<file path="src/hdl/line_comment_stripper_unit_macros.svh">
// ----------------------------------------------------------------------------
// Assertion macros for the line comment stripper
// Shared concurrent check forms, clocked on clk_i and gated by rst_ni.
// ----------------------------------------------------------------------------
`ifndef LINE_COMMENT_STRIPPER_UNIT_MACROS_SVH
`define LINE_COMMENT_STRIPPER_UNIT_MACROS_SVH

// condition must never hold
`define LCS_ASSERT_NEVER(lbl, cond, msg) \
  lbl: assert property (@(posedge clk_i) disable iff (!rst_ni) !(cond)) \
    else $error(msg);

// same-cycle implication
`define LCS_ASSERT_IMPL(lbl, pre, post, msg) \
  lbl: assert property (@(posedge clk_i) disable iff (!rst_ni) (pre) |-> (post)) \
    else $error(msg);

// next-cycle implication
`define LCS_ASSERT_NEXT(lbl, pre, post, msg) \
  lbl: assert property (@(posedge clk_i) disable iff (!rst_ni) (pre) |=> (post)) \
    else $error(msg);

`endif

</file>
<file path="src/hdl/lcs_pkg.sv">
// ----------------------------------------------------------------------------
// lcs_pkg
// Character codes, line mode codes and result bundle types.
// ----------------------------------------------------------------------------
`timescale 1ns / 1ps
`default_nettype none

package lcs_pkg;

  localparam int unsigned MAX_SPACE_RUN_DEF = 255;
  localparam int unsigned NUM_RES = 3;

  localparam logic [7:0] CH_CR     = 8'd13;
  localparam logic [7:0] CH_LF     = 8'd10;
  localparam logic [7:0] CH_SLASH  = 8'd47;
  localparam logic [7:0] CH_STAR   = 8'd42;
  localparam logic [7:0] CH_QUOTE  = 8'd34;
  localparam logic [7:0] CH_BSLASH = 8'd92;
  localparam logic [7:0] CH_SPACE  = 8'd32;

  typedef enum logic [1:0] {
    SUP_NONE = 2'd0,
    SUP_REST = 2'd1,
    SUP_DROP = 2'd2
  } lcs_sup_e;

  typedef struct packed {
    logic [7:0] out_byte;
    logic [7:0] lead_spaces;
    logic       done_res;
  } lcs_res_t;

  typedef struct packed {
    logic                 load;
    logic [1:0]           cnt;
    lcs_res_t [NUM_RES-1:0] res;
  } lcs_bundle_t;

endpackage

`default_nettype wire

</file>
<file path="src/hdl/lcs_if.sv">
// ----------------------------------------------------------------------------
// lcs_in_if / lcs_out_if
// Valid/ready channels for text words in and filtered words out.
// ----------------------------------------------------------------------------
`timescale 1ns / 1ps
`default_nettype none

interface lcs_in_if;
  logic       valid;
  logic       ready;
  logic [7:0] in_byte;
  logic       end_mark;

  modport source (output valid, output in_byte, output end_mark, input ready);
  modport sink (input valid, input in_byte, input end_mark, output ready);
endinterface

interface lcs_out_if;
  logic       valid;
  logic       ready;
  logic [7:0] out_byte;
  logic [7:0] lead_spaces;
  logic       done_res;
  logic       last_of_step;

  modport source (
    output valid, output out_byte, output lead_spaces, output done_res,
    output last_of_step, input ready
  );
  modport sink (
    input valid, input out_byte, input lead_spaces, input done_res,
    input last_of_step, output ready
  );
endinterface

`default_nettype wire

</file>
<file path="src/hdl/lcs_core.sv">
// ----------------------------------------------------------------------------
// lcs_core
// Input register, line state and single-pass filter logic per text word.
// ----------------------------------------------------------------------------
`timescale 1ns / 1ps
`default_nettype none

module lcs_core #(
  parameter int unsigned MAX_SPACE_RUN = lcs_pkg::MAX_SPACE_RUN_DEF
) (
  input  wire logic               clk_i,
  input  wire logic               rst_ni,
  lcs_in_if.sink                  in_i,
  input  wire logic               load_ok_i,
  output lcs_pkg::lcs_bundle_t    bundle_o
);
  import lcs_pkg::*;

  `include "line_comment_stripper_unit_macros.svh"

  localparam int unsigned HW = $clog2(MAX_SPACE_RUN + 1);
  localparam logic [HW-1:0] HELD_MAX = HW'(MAX_SPACE_RUN);

  typedef struct packed {
    logic          blk;
    logic          quote;
    logic          all_sp;
    lcs_sup_e      sup;
    logic          slash;
    logic          star;
    logic          bodd;
    logic          pcr;
    logic [HW-1:0] held;
  } lcs_st_t;

  localparam lcs_st_t ST_RESET = '{
    blk: 1'b0, quote: 1'b0, all_sp: 1'b1, sup: SUP_NONE, slash: 1'b0,
    star: 1'b0, bodd: 1'b0, pcr: 1'b0, held: '0
  };

  function automatic logic [7:0] lead_of(logic [HW-1:0] h);
    logic [HW+7:0] w;
    w = {8'd0, h};
    return w[7:0];
  endfunction

  logic       in_valid_q;
  logic [7:0] byte_q;
  logic       end_q;
  lcs_st_t    st_q, st_d;
  lcs_res_t [NUM_RES-1:0] res;
  logic [1:0] n;
  logic       adv;

  always_comb begin
    lcs_st_t s;
    logic    do_end;
    logic    skip;
    s      = st_q;
    res    = '0;
    n      = 2'd0;
    skip   = 1'b0;
    if (end_q) begin
      do_end = !(s.all_sp && (s.held == '0) && !s.slash && (s.sup == SUP_NONE));
    end else if (byte_q == CH_CR) begin
      do_end = 1'b1;
    end else if (byte_q == CH_LF) begin
      do_end = !s.pcr;
    end else begin
      do_end = 1'b0;
    end
    if (do_end) begin
      if (s.sup != SUP_DROP) begin
        if (s.slash) begin
          res[n] = '{out_byte: CH_SLASH, lead_spaces: lead_of(s.held), done_res: 1'b0};
          n = n + 2'd1;
        end
        res[n] = '{out_byte: CH_LF, lead_spaces: 8'd0, done_res: 1'b0};
        n = n + 2'd1;
      end
      s.quote  = 1'b0;
      s.all_sp = 1'b1;
      s.sup    = SUP_NONE;
      s.slash  = 1'b0;
      s.star   = 1'b0;
      s.bodd   = 1'b0;
      s.held   = '0;
    end
    if (end_q) begin
      res[n] = '{out_byte: 8'd0, lead_spaces: 8'd0, done_res: 1'b1};
      n = n + 2'd1;
      s = ST_RESET;
    end else if (byte_q == CH_CR) begin
      s.pcr = 1'b1;
    end else if (byte_q == CH_LF) begin
      s.pcr = 1'b0;
    end else begin
      s.pcr = 1'b0;
      if (s.slash) begin
        s.slash = 1'b0;
        if (byte_q == CH_SLASH) begin
          s.sup  = s.all_sp ? SUP_DROP : SUP_REST;
          s.held = '0;
          skip   = 1'b1;
        end else begin
          res[n] = '{out_byte: CH_SLASH, lead_spaces: lead_of(s.held), done_res: 1'b0};
          n = n + 2'd1;
          s.held   = '0;
          s.all_sp = 1'b0;
          s.bodd   = 1'b0;
          if (byte_q == CH_STAR) begin
            res[n] = '{out_byte: CH_STAR, lead_spaces: 8'd0, done_res: 1'b0};
            n = n + 2'd1;
            s.blk  = 1'b1;
            s.star = 1'b0;
            skip   = 1'b1;
          end
        end
      end
      if (!skip && (s.sup == SUP_NONE)) begin
        if (byte_q == CH_SPACE) begin
          if (s.held < HELD_MAX) begin
            s.held = s.held + 1'b1;
          end
          s.bodd = 1'b0;
          s.star = 1'b0;
        end else if (!s.blk && !s.quote && (byte_q == CH_SLASH)) begin
          s.slash = 1'b1;
          s.bodd  = 1'b0;
        end else begin
          if (s.blk) begin
            if (s.star && (byte_q == CH_SLASH)) begin
              s.blk  = 1'b0;
              s.star = 1'b0;
            end else begin
              s.star = (byte_q == CH_STAR);
            end
          end else if ((byte_q == CH_QUOTE) && !s.bodd) begin
            s.quote = !s.quote;
          end
          res[n] = '{out_byte: byte_q, lead_spaces: lead_of(s.held), done_res: 1'b0};
          n = n + 2'd1;
          s.held   = '0;
          s.all_sp = 1'b0;
          s.bodd   = (byte_q == CH_BSLASH) ? !s.bodd : 1'b0;
        end
      end
    end
    st_d = s;
  end

  assign adv        = in_valid_q && ((n == 2'd0) || load_ok_i);
  assign in_i.ready = !in_valid_q || adv;

  assign bundle_o.load = adv && (n != 2'd0);
  assign bundle_o.cnt  = n;
  assign bundle_o.res  = res;

  always_ff @(posedge clk_i or negedge rst_ni) begin
    if (!rst_ni) begin
      in_valid_q <= 1'b0;
      st_q       <= ST_RESET;
    end else begin
      if (in_i.ready) begin
        in_valid_q <= in_i.valid;
      end
      if (adv) begin
        st_q <= st_d;
      end
    end
  end

  always_ff @(posedge clk_i) begin
    if (in_i.valid && in_i.ready) begin
      byte_q <= in_i.in_byte;
      end_q  <= in_i.end_mark;
    end
  end

  `LCS_ASSERT_NEVER(a_held_range, st_q.held > HELD_MAX, "space run above limit")
  `LCS_ASSERT_IMPL(a_slash_mode, st_q.slash, st_q.sup == SUP_NONE, "slash held in comment")
  `LCS_ASSERT_NEXT(a_stall_hold, in_valid_q && !adv, in_valid_q && $stable(byte_q), "lost word")

endmodule

`default_nettype wire

</file>
<file path="src/hdl/lcs_outbuf.sv">
// ----------------------------------------------------------------------------
// lcs_outbuf
// Result register: hold up to three results of one word and drain them.
// ----------------------------------------------------------------------------
`timescale 1ns / 1ps
`default_nettype none

module lcs_outbuf (
  input  wire logic              clk_i,
  input  wire logic              rst_ni,
  input  lcs_pkg::lcs_bundle_t   bundle_i,
  output logic                   load_ok_o,
  lcs_out_if.source              out_o
);
  import lcs_pkg::*;

  `include "line_comment_stripper_unit_macros.svh"

  logic                   bv_q;
  logic [1:0]             cnt_q;
  logic [1:0]             ptr_q;
  lcs_res_t [NUM_RES-1:0] res_q;
  lcs_res_t               cur;
  logic                   last;
  logic                   pop;
  logic                   fin;

  assign cur  = res_q[ptr_q];
  assign last = (ptr_q == (cnt_q - 2'd1));
  assign pop  = bv_q && out_o.ready;
  assign fin  = pop && last;

  assign load_ok_o          = !bv_q || fin;
  assign out_o.valid        = bv_q;
  assign out_o.out_byte     = cur.out_byte;
  assign out_o.lead_spaces  = cur.lead_spaces;
  assign out_o.done_res     = cur.done_res;
  assign out_o.last_of_step = last;

  always_ff @(posedge clk_i or negedge rst_ni) begin
    if (!rst_ni) begin
      bv_q  <= 1'b0;
      cnt_q <= 2'd0;
      ptr_q <= 2'd0;
    end else if (bundle_i.load) begin
      bv_q  <= 1'b1;
      cnt_q <= bundle_i.cnt;
      ptr_q <= 2'd0;
    end else if (fin) begin
      bv_q  <= 1'b0;
    end else if (pop) begin
      ptr_q <= ptr_q + 2'd1;
    end
  end

  always_ff @(posedge clk_i) begin
    if (bundle_i.load) begin
      res_q <= bundle_i.res;
    end
  end

  `LCS_ASSERT_NEVER(a_cnt_zero, bv_q && (cnt_q == 2'd0), "empty result set held")
  `LCS_ASSERT_NEVER(a_ptr_range, bv_q && (ptr_q >= cnt_q), "drain pointer past count")
  `LCS_ASSERT_NEVER(a_load_busy, bundle_i.load && !load_ok_o, "results overwritten")

endmodule

`default_nettype wire

</file>
<file path="src/hdl/line_comment_stripper_unit.sv">
// A word passes the input reg, then the result reg, before its first result.
// Throughput: one word per cycle while the output is ready and each word yields
// at most one result; more results per word hold the single output port in turn.
// Reset: async active low; clears line and comment flags, space count, queues.
// ----------------------------------------------------------------------------
// line_comment_stripper_unit
// Stream filter dropping line comments, trailing spaces; CR line ends become LF.
// ----------------------------------------------------------------------------
`timescale 1ns / 1ps
`default_nettype none

module line_comment_stripper_unit #(
  parameter int unsigned MAX_SPACE_RUN = lcs_pkg::MAX_SPACE_RUN_DEF
) (
  input  wire logic clk_i,
  input  wire logic rst_ni,
  lcs_in_if.sink    in_i,
  lcs_out_if.source out_o
);
  import lcs_pkg::*;

  lcs_bundle_t bundle;
  logic        load_ok;

  lcs_core #(
    .MAX_SPACE_RUN (MAX_SPACE_RUN)
  ) u_core (
    .clk_i     (clk_i),
    .rst_ni    (rst_ni),
    .in_i      (in_i),
    .load_ok_i (load_ok),
    .bundle_o  (bundle)
  );

  lcs_outbuf u_outbuf (
    .clk_i     (clk_i),
    .rst_ni    (rst_ni),
    .bundle_i  (bundle),
    .load_ok_o (load_ok),
    .out_o     (out_o)
  );

endmodule

`default_nettype wire
</file>
<file path="src/flat_wrapper.sv">
// flat-port wrapper written by rule: the top's interface ports become plain ports
module line_comment_stripper_unit_flat import lcs_pkg::*;
#(
  parameter int unsigned MAX_SPACE_RUN = lcs_pkg::MAX_SPACE_RUN_DEF
)
  (clk_i, rst_ni, in_i_valid, in_i_in_byte, in_i_end_mark, in_i_ready, out_o_valid, out_o_out_byte, out_o_lead_spaces, out_o_done_res, out_o_last_of_step, out_o_ready);
  lcs_in_if in_i_i ();
  lcs_out_if out_o_i ();
  input  wire logic clk_i;
  input  wire logic rst_ni;
  input wire logic [$bits(in_i_i.valid)-1:0] in_i_valid;
  input wire logic [$bits(in_i_i.in_byte)-1:0] in_i_in_byte;
  input wire logic [$bits(in_i_i.end_mark)-1:0] in_i_end_mark;
  output wire logic [$bits(in_i_i.ready)-1:0] in_i_ready;
  output wire logic [$bits(out_o_i.valid)-1:0] out_o_valid;
  output wire logic [$bits(out_o_i.out_byte)-1:0] out_o_out_byte;
  output wire logic [$bits(out_o_i.lead_spaces)-1:0] out_o_lead_spaces;
  output wire logic [$bits(out_o_i.done_res)-1:0] out_o_done_res;
  output wire logic [$bits(out_o_i.last_of_step)-1:0] out_o_last_of_step;
  input wire logic [$bits(out_o_i.ready)-1:0] out_o_ready;
  assign in_i_i.valid = in_i_valid;
  assign in_i_i.in_byte = in_i_in_byte;
  assign in_i_i.end_mark = in_i_end_mark;
  assign in_i_ready = in_i_i.ready;
  assign out_o_valid = out_o_i.valid;
  assign out_o_out_byte = out_o_i.out_byte;
  assign out_o_lead_spaces = out_o_i.lead_spaces;
  assign out_o_done_res = out_o_i.done_res;
  assign out_o_last_of_step = out_o_i.last_of_step;
  assign out_o_i.ready = out_o_ready;
  line_comment_stripper_unit #(.MAX_SPACE_RUN(MAX_SPACE_RUN)) u_core (.clk_i(clk_i), .rst_ni(rst_ni), .in_i(in_i_i), .out_o(out_o_i));
endmodule
</file>
<file path="config.mk">
export PLATFORM = sky130hd
export DESIGN_NAME = line_comment_stripper_unit_flat
export DESIGN_NICKNAME = d
export VERILOG_FILES = /design/src/hdl/lcs_pkg.sv /design/src/hdl/lcs_if.sv /design/src/hdl/lcs_core.sv /design/src/hdl/lcs_outbuf.sv /design/src/hdl/line_comment_stripper_unit.sv /design/src/flat_wrapper.sv
export VERILOG_INCLUDE_DIRS = /design/src /design/src/hdl
export SDC_FILE = /design/constraint.sdc
export NUM_CORES = 1
export LEC_CHECK = 0
export BUFFER_PORTS_ARGS = -buffer_cell sky130_fd_sc_hd__buf_4
export CAP_MARGIN = 30
export CORE_UTILIZATION = 36
export DETAILED_ROUTE_END_ITERATION = 8
export SKIP_CTS_REPAIR_TIMING = 1
export SLEW_MARGIN = 20
export SYNTH_ARGS = -nofsm -noshare
export SYNTH_HDL_FRONTEND = slang
export SYNTH_HIERARCHICAL = 1
export SYNTH_SLANG_ARGS = --single-unit
</file>
<file path="constraint.sdc">
create_clock -name clk_i -period 10.4 [get_ports clk_i]
set_clock_uncertainty 0.1 [all_clocks]
set_input_delay 1.56 -clock clk_i [delete_from_list [all_inputs] [get_ports clk_i]]
set_output_delay 1.56 -clock clk_i [all_outputs]
set_load 0.01 [all_outputs]
</file>
==> impl_metrics.csv, run 1 <==
group,metric,value,unit
power,pwr-share-seq,0.399,
grt,grt_util_all_layers,0.169,
placed_design,place_ws,4.49,ns
sta,rsz0062_at_grt,"no",
finish,multi_input_area,2250,um^2
clocking,cts.clk_slew.worst_paths,0.06,ns
yosys,synth.net_count,490,
setup_path,startpoint_type,"flop",
yosys,synth-main-ff-cell,"edfxtp_1",
floorplanning,die_w,117,um
sta,min_period,6.15,ns
yosys,yosys.area.top_type_share,0.376,
yosys,synth_top_cell_by_area,"edfxtp_1",
power,p_sw_frac,0.364,
yosys,ys_seq_elements,83,
floorplanning,die_h,117,um
clocking,clock_path_buffers,2,
finish,area_growth,14.2,%
clocking,clockRootBuffer,"clkbuf_16",
floorplanning,ios,33,
sta,fmax,0.163,GHz
floorplanning,core,12800,um^2
detailed_routing,postRouteAntennaNets,0,
power,intPower,0.960,mW
yosys,syn_area,4800,um^2
yosys,yosysUniqueCellTypes,78,
grt,antenna_found_initial,0,
grt,met1_usage,0.233,
finish,drive_gt1_frac,0.157,
min_path,hp-class,"reg -> reg",
grt,grt_max_degree,30,
sta,period_share,0.591,
power,p_switching,0.550,mW
floorplanning,dieArea,13800,um^2
yosys,yosysWarnings,6,
setup_path,cp_data_arrival_time,4.49,ns
grt,grt_first_pass_wirelength,18.7,mm
setup_path,reg2reg_setup_slack,4.49,ns
sta,finalSetupViolCount,0,
detailed_routing,dr.pass1.iters,5,
floorplanning,num_rows,41,
grt,busiest_layer,"met2",
clocking,clk_latency,0.34,ns
detailed_routing,via_per_inst,5.56,
sta,tns,0,ns
grt,grt_pass1_vias,3587,
detailed_routing,drtIter0Drc,298,
finish,stdcell_count,669,
power,p_clk_frac,0.226,
finish,diodes,0,
finish,layout.nets,512,
sta,slew_violations,0,
power,combPwrFrac,0.375,
clocking,htree_levels,3,
yosys,synth_edf_count,60,
clocking,numCtsBuffers,9,
power,peakVddDrop,0.0000946,V
sta,worst_slew_pin_slew,0.927,ns
placed_design,post-place-cells,653,
yosys,synthTopCellsByArea,"edfxtp_1, dfrtp_1, mux2i_1, nand2_1, and2_1",
setup_path,path_class,"reg -> out",
run,maxCapViolations,0,
grt,met3_usage,0.0331,
clocking,cts.sinks,83,
sta,finalHoldViolations,0,
setup_path,critical_path_required,8.74,ns
placed_design,gp_congestion,0.850,
detailed_routing,drc,0,
power,power.static_leakage,2.06,nW
detailed_routing,vias,3718,
power,power.density,276,nW/um^2
sta,worst_slack,4.25,ns
yosys,synth-seq-area-share,0.496,
grt,use_met2,0.259,
yosys,avgSynthCellArea,10.2,um^2
yosys,async_reset_ff_frac,0.277,
clocking,cts_tree,"built",
yosys,synthCells,470,
detailed_routing,drt-wirelength-per-cell,16.8,um
floorplanning,start_util,0.374,
outcome,outcome,"complete, no violations",
finish,seq_area,2380,um^2
finish,fillers,1240,
setup_path,crit_fanout,27,
placed_design,dpl.hpwl,7.91,mm
placed_design,numPortBuffers,32,
detailed_routing,totalWireLength,11.2,mm
setup_path,end_kind,"output port",
sta,relSlewSlack,0.382,
grt,grt-ovfl-total,0,
## metal layers
metal	wire, um	share of wire
met5	0	0
met1	5220	0.46
met4	232	0.021
met2	5190	0.46
met3	589	0.052
## cell type report
type,count,area share
multi-input combinational,350,0.410
clock inverter,6,0.0160
inverter,11,0.00777
sequential,83,0.434
tap,172,0.0393
clock buffer,10,0.0418
timing repair buffer,37,0.0507
## power groups by stage
| stage | Clock [mW] | Combinational (mW) | Sequential (mW) |
|---|---|---|---|
| after floorplan | 0 | 0.406 | 0.586 |
| after global placement | 0 | 0.561 | 0.602 |
| after detailed placement | 0 | 0.570 | 0.608 |
| after CTS | 0.348 | 0.571 | 0.603 |
| after global routing | 0.359 | 0.620 | 0.620 |
| final | 0.342 | 0.566 | 0.602 |
## critical path, stage by stage (launching register included)
cell and delay (ns):
edfxtp_1 0.88, nor4b_2 0.31, nand4_1 0.18, o21a_1 0.32
nand2_8 0.16, nor2_4 0.04, ha_1 0.36, nor3b_1 0.21
a21oi_1 0.06, o211ai_1 0.11, o221ai_1 0.22, ha_1 0.38
nor3_1 0.27, o21ai_2 0.17, a31oi_1 0.19, nand2_1 0.12
buf_4 0.16
## per-stage QoR
stage	utilization	total power [mW]	hold slack (ns)	instance area, um^2
after floorplan	-	0.992	0.364	4800
after global placement	0.402	1.16	0.423	5160
after detailed placement	0.402	1.18	0.402	5160
after CTS	0.427	1.52	0.416	5480
after global routing	0.427	1.60	0.441	5480
final	0.427	1.51	0.422	5480
## logic make-up (layout without fill, tap and decap cells)
family,Yosys count,after routing,synth area share
simple gates,194,194,0.221
compound gates,125,125,0.175
flops,83,83,0.496
buf+inv,37,64,0.0389
mux,22,22,0.0464
fa+ha+maj,7,7,0.0183
xor+xnor,2,2,0.00365
## worst paths after layout
path | cells past startpoint | endpoint | start
max in group asynchronous | 1 | u_core/u_core/st_q[14]$_DFFE_PN1P_ | rst_ni
setup / recovery | 16 | in_i_ready | u_core/u_core/end_q$_DFFE_PP_
hold / removal | 2 | u_core/u_core/st_q[9]$_DFFE_PN0P_ | u_core/u_core/st_q[9]$_DFFE_PN0P_
hold reg to reg | 2 | u_core/u_core/st_q[9]$_DFFE_PN0P_ | u_core/u_core/st_q[9]$_DFFE_PN0P_
setup reg to reg | 17 | u_core/u_outbuf/cnt_q[1]$_DFFE_PN0P_ | u_core/u_core/end_q$_DFFE_PP_
min in group asynchronous | 1 | u_core/u_core/st_q[6]$_DFFE_PN0P_ | rst_ni
## registers in the layout, summed over array words and instances, names as in the netlist
name	cells
u_core/u_core/byte_q	8
u_core/u_outbuf/res_q	51
u_core/u_outbuf/cnt_q	2
u_core/u_core/in_valid_q	1
u_core/u_outbuf/out_o.valid	1
u_core/u_core/st_q	17
u_core/u_core/end_q	1
u_core/u_outbuf/ptr_q	2
## cells in the mapped netlist (4+ instances only)
cell type / count
nand3_1: 9
nand4_1: 5
o21a_1: 5
a21o_1: 6
a21oi_1: 34
or4_1: 6
a31oi_1: 4
buf_2: 4
nand2_1: 50
a22o_1: 4
nor3_1: 13
ha_1: 7
buf_4: 5
o21ai_0: 13
nand2b_1: 10
nor2_1: 37
edfxtp_1: 60
inv_1: 9
and3_1: 9
clkbuf_1: 13
dfrtp_1: 22
mux2i_1: 20
nor2b_1: 4
o21ai_1: 27
and2_1: 28
## cells in the final DEF, fill, tap and decap left out, types with 7 or more instances in the layout
master,Yosys,routed
nand3_1,9,9
nor3_1,13,13
edfxtp_1,60,60
ha_1,7,7
and3_1,9,9
a21oi_1,34,34
nand2b_1,10,10
nand2_1,50,50
mux2i_1,20,20
clkbuf_16,0,9
o21ai_1,27,27
buf_4,5,37
dfrtp_1,22,22
inv_1,9,9
nor2_1,37,37
and2_1,28,28
o21ai_0,13,13
Note: power is estimated with default switching activity, not from simulation.
==> run 2, diff against run 1 <==
==> constraint.sdc (replaced) <==
create_clock -name clk_i -period 6.4 [get_ports clk_i]
set_clock_uncertainty 0.1 [all_clocks]
set_input_delay 0.96 -clock clk_i [delete_from_list [all_inputs] [get_ports clk_i]]
set_output_delay 0.96 -clock clk_i [all_outputs]
set_load 0.01 [all_outputs]
==> run 2 against run 1 <==
Sequential share of layout area decreased by 0.28 points. Wire length up 3.5%. Critical path depth stayed put. Register-to-register slack got worse by 3.2 ns. Die area did not move. Combinational power rose by 76%. First-iteration DRC count is 32% higher. Worst hold slack worse by 0.015 ns. Non-clock buffer count increased by 5.
==> impl_metrics.csv, run 2 (synthesized netlist as in run 1, its figures left out) <==
group,metric,value,unit
sta,rsz0062_at_grt,"no",
sta,holdWs,0.406,ns
floorplanning,die_w,117,um
clocking,htree_levels,3,
power,intPower,1.55,mW
finish,final_common_cell,"edfxtp_1",
power,p_clk_frac,0.210,
setup_path,crit_end,"in_i_ready",
outcome,outcome,"complete, no violations",
power,power.density,447,nW/um^2
run,maxCapViolations,0,
grt,grt_first_pass_wirelength,18.9,mm
placed_design,dpl.hpwl,8.15,mm
setup_path,end_kind,"output port",
setup_path,reg2reg_depth,16,
clocking,cts.clk_slew.worst_paths,0.06,ns
finish,diodes,0,
detailed_routing,drc,0,
grt,grt_util_all_layers,0.174,
clocking,clk_latency,0.34,ns
placed_design,numPortBuffers,32,
floorplanning,ios,33,
clocking,clockRootBuffer,"clkbuf_16",
sta,finalHoldViolations,0,
setup_path,startpoint_type,"flop",
sta,period_share,0.840,
floorplanning,num_rows,41,
floorplanning,core,12800,um^2
setup_path,reg2reg_setup_slack,1.30,ns
clocking,clock_path_buffers,2,
min_path,hp-class,"reg -> reg",
sta,fmax,0.186,GHz
power,power.static_leakage,2.07,nW
finish,reg_top3,"u_core/u_outbuf/res_q (51), u_core/u_core/st_q (17), u_core/u_core/byte_q (8)",
grt,grt_pass1_vias,3616,
setup_path,r2r-start,"u_core/u_core/byte_q[2]$_DFFE_PP_",
clocking,cts.sinks,83,
detailed_routing,via_per_inst,5.58,
setup_path,critical_path_required,5.34,ns
finish,final_util,0.430,
detailed_routing,totalWireLength,11.6,mm
finish,final_cell_mix,"edfxtp_1, nand2_1, buf_4",
detailed_routing,dr.pass1.iters,5,
finish,layout.nets,517,
power,peakVddDrop,0.000162,V
power,power.total,2.46,mW
floorplanning,die_h,117,um
power,combPwrFrac,0.404,
setup_path,cp_data_arrival_time,4.31,ns
setup_path,path_class,"reg -> out",
power,p_switching,0.907,mW
placed_design,gp_congestion,0.857,
setup_path,crit_path_start,"u_core/u_core/byte_q[2]$_DFFE_PP_",
grt,grt-ovfl-total,0,
min_path,hold_depth,2,
setup_path,critPathMostFrequentCell,"ha_1",
floorplanning,dieArea,13800,um^2
clocking,cts_tree,"built",
clocking,numCtsBuffers,9,
finish,regMostFlops,"u_core/u_outbuf/res_q",
floorplanning,start_util,0.374,
detailed_routing,vias,3758,
grt,antenna_found_initial,0,
setup_path,timing.rr.end,"u_core/u_outbuf/res_q[38]$_DFFE_PP_",
sta,slew_violations,0,
sta,relSlewSlack,0.444,
sta,worst_slew_pin_slew,0.835,ns
power,p_sw_frac,0.369,
power,pwr-share-seq,0.386,
finish,largest_reg_flops,51,
sta,finalSetupViolCount,0,
finish,drive_gt1_frac,0.163,
detailed_routing,drt-wirelength-per-cell,17.2,um
setup_path,worstPathCellList,"nor4b_4 > o211a_4 > o21a_1 > nand2_8 > nor2_4 > ha_1 > nor3b_1 > a21oi_1 > o211ai_1 > o221ai_1 > ha_1 > nor3_1 > o21ai_2 > a31oi_1 > nand2_1 > buf_4",
setup_path,crit_fanout,12,
sta,min_period,5.37,ns
setup_path,crit_slowest_cell,"edfxtp_1",
detailed_routing,drtIter0Drc,392,
sta,tns,0,ns
finish,area_growth,14.9,%
detailed_routing,postRouteAntennaNets,0,
setup_path,cp_slowest_stage_delay,0.59,ns
grt,grt_max_degree,27,
==> run 2: changes by cell type in the layout (fill, tap and decap cells not counted) <==
cell,change
clkinv_1,+1
clkinv_2,-2
clkinvlp_4,+3
buf_16,+1
buf_4,+4
bufinv_16,-1
inv_6,-1
==> run 2: worst min-delay path by stage <==
stage / startpoint / end / slack [ns]
5_1_grt: rst_ni / u_core/u_core/st_q[13]$_DFFE_PN0P_ / 0.44
3_3_place_gp: u_core/u_core/st_q[9]$_DFFE_PN0P_ / u_core/u_core/st_q[9]$_DFFE_PN0P_ / 0.39
4_1_cts: u_core/u_core/st_q[9]$_DFFE_PN0P_ / u_core/u_core/st_q[9]$_DFFE_PN0P_ / 0.41
2_1_floorplan: u_core/u_core/st_q[9]$_DFFE_PN0P_ / u_core/u_core/st_q[9]$_DFFE_PN0P_ / 0.36
3_5_place_dp: u_core/u_core/st_q[9]$_DFFE_PN0P_ / u_core/u_core/st_q[9]$_DFFE_PN0P_ / 0.40
6_report: u_core/u_core/st_q[9]$_DFFE_PN0P_ / u_core/u_core/st_q[9]$_DFFE_PN0P_ / 0.41
==> run 2: worst max-delay path, delay by kind of cell (launching register included) <==
| family | cells | cell delay [ns] |
|---|---|---|
| and+or+nand+nor | 6 | 1.17 |
| DFF | 1 | 0.59 |
| AOI/OAI and AO/OA | 7 | 1.40 |
| buffers and inverters | 1 | 0.16 |
| adders and majority gates | 2 | 0.64 |
==> run 2: cell type report <==
type,count,area [um^2]
clock inverters,6,65.1
inverters,11,42.5
clock buffers,10,229
well taps,172,215
repair buffers,42,335
flip-flops and latches,83,2380
multi-input cells,350,2250
fillers,1230,7310
==> run 2: power by group through the flow <==
stage	Combinational (mW)	Sequential, mW	Clock (mW)
6_report	0.994	0.949	0.518
5_1_grt	1.08	0.972	0.556
4_1_cts	1.00	0.949	0.531
3_5_place_dp	1.00	0.959	0
3_3_place_gp	0.959	0.952	0
2_1_floorplan	0.663	0.940	0
==> run 2: layer usage <==
| metal | share of wire | wire, um | vias to the layer above | global-route usage |
|---|---|---|---|---|
| met5 | 0 | 0 | - | 0 |
| met4 | 0.021 | 249 | 0 | 0.0787 |
| met3 | 0.052 | 608 | 27 | 0.0302 |
| met2 | 0.46 | 5330 | 152 | 0.262 |
| met1 | 0.47 | 5430 | 1790 | 0.243 |
| li1 | - | - | 1789 | - |
==> run 2: per-stage QoR <==
| stage | setup WS [ns] | area [um^2] | std cells |
|---|---|---|---|
| floorplan | 0.914 | 4800 | 470 |
| global placement | 1.00 | 5190 | 657 |
| detailed placement | 1.38 | 5220 | 658 |
| CTS | 1.06 | 5510 | 674 |
| global route | 0.757 | 5510 | 674 |
| finish | 1.03 | 5510 | 674 |
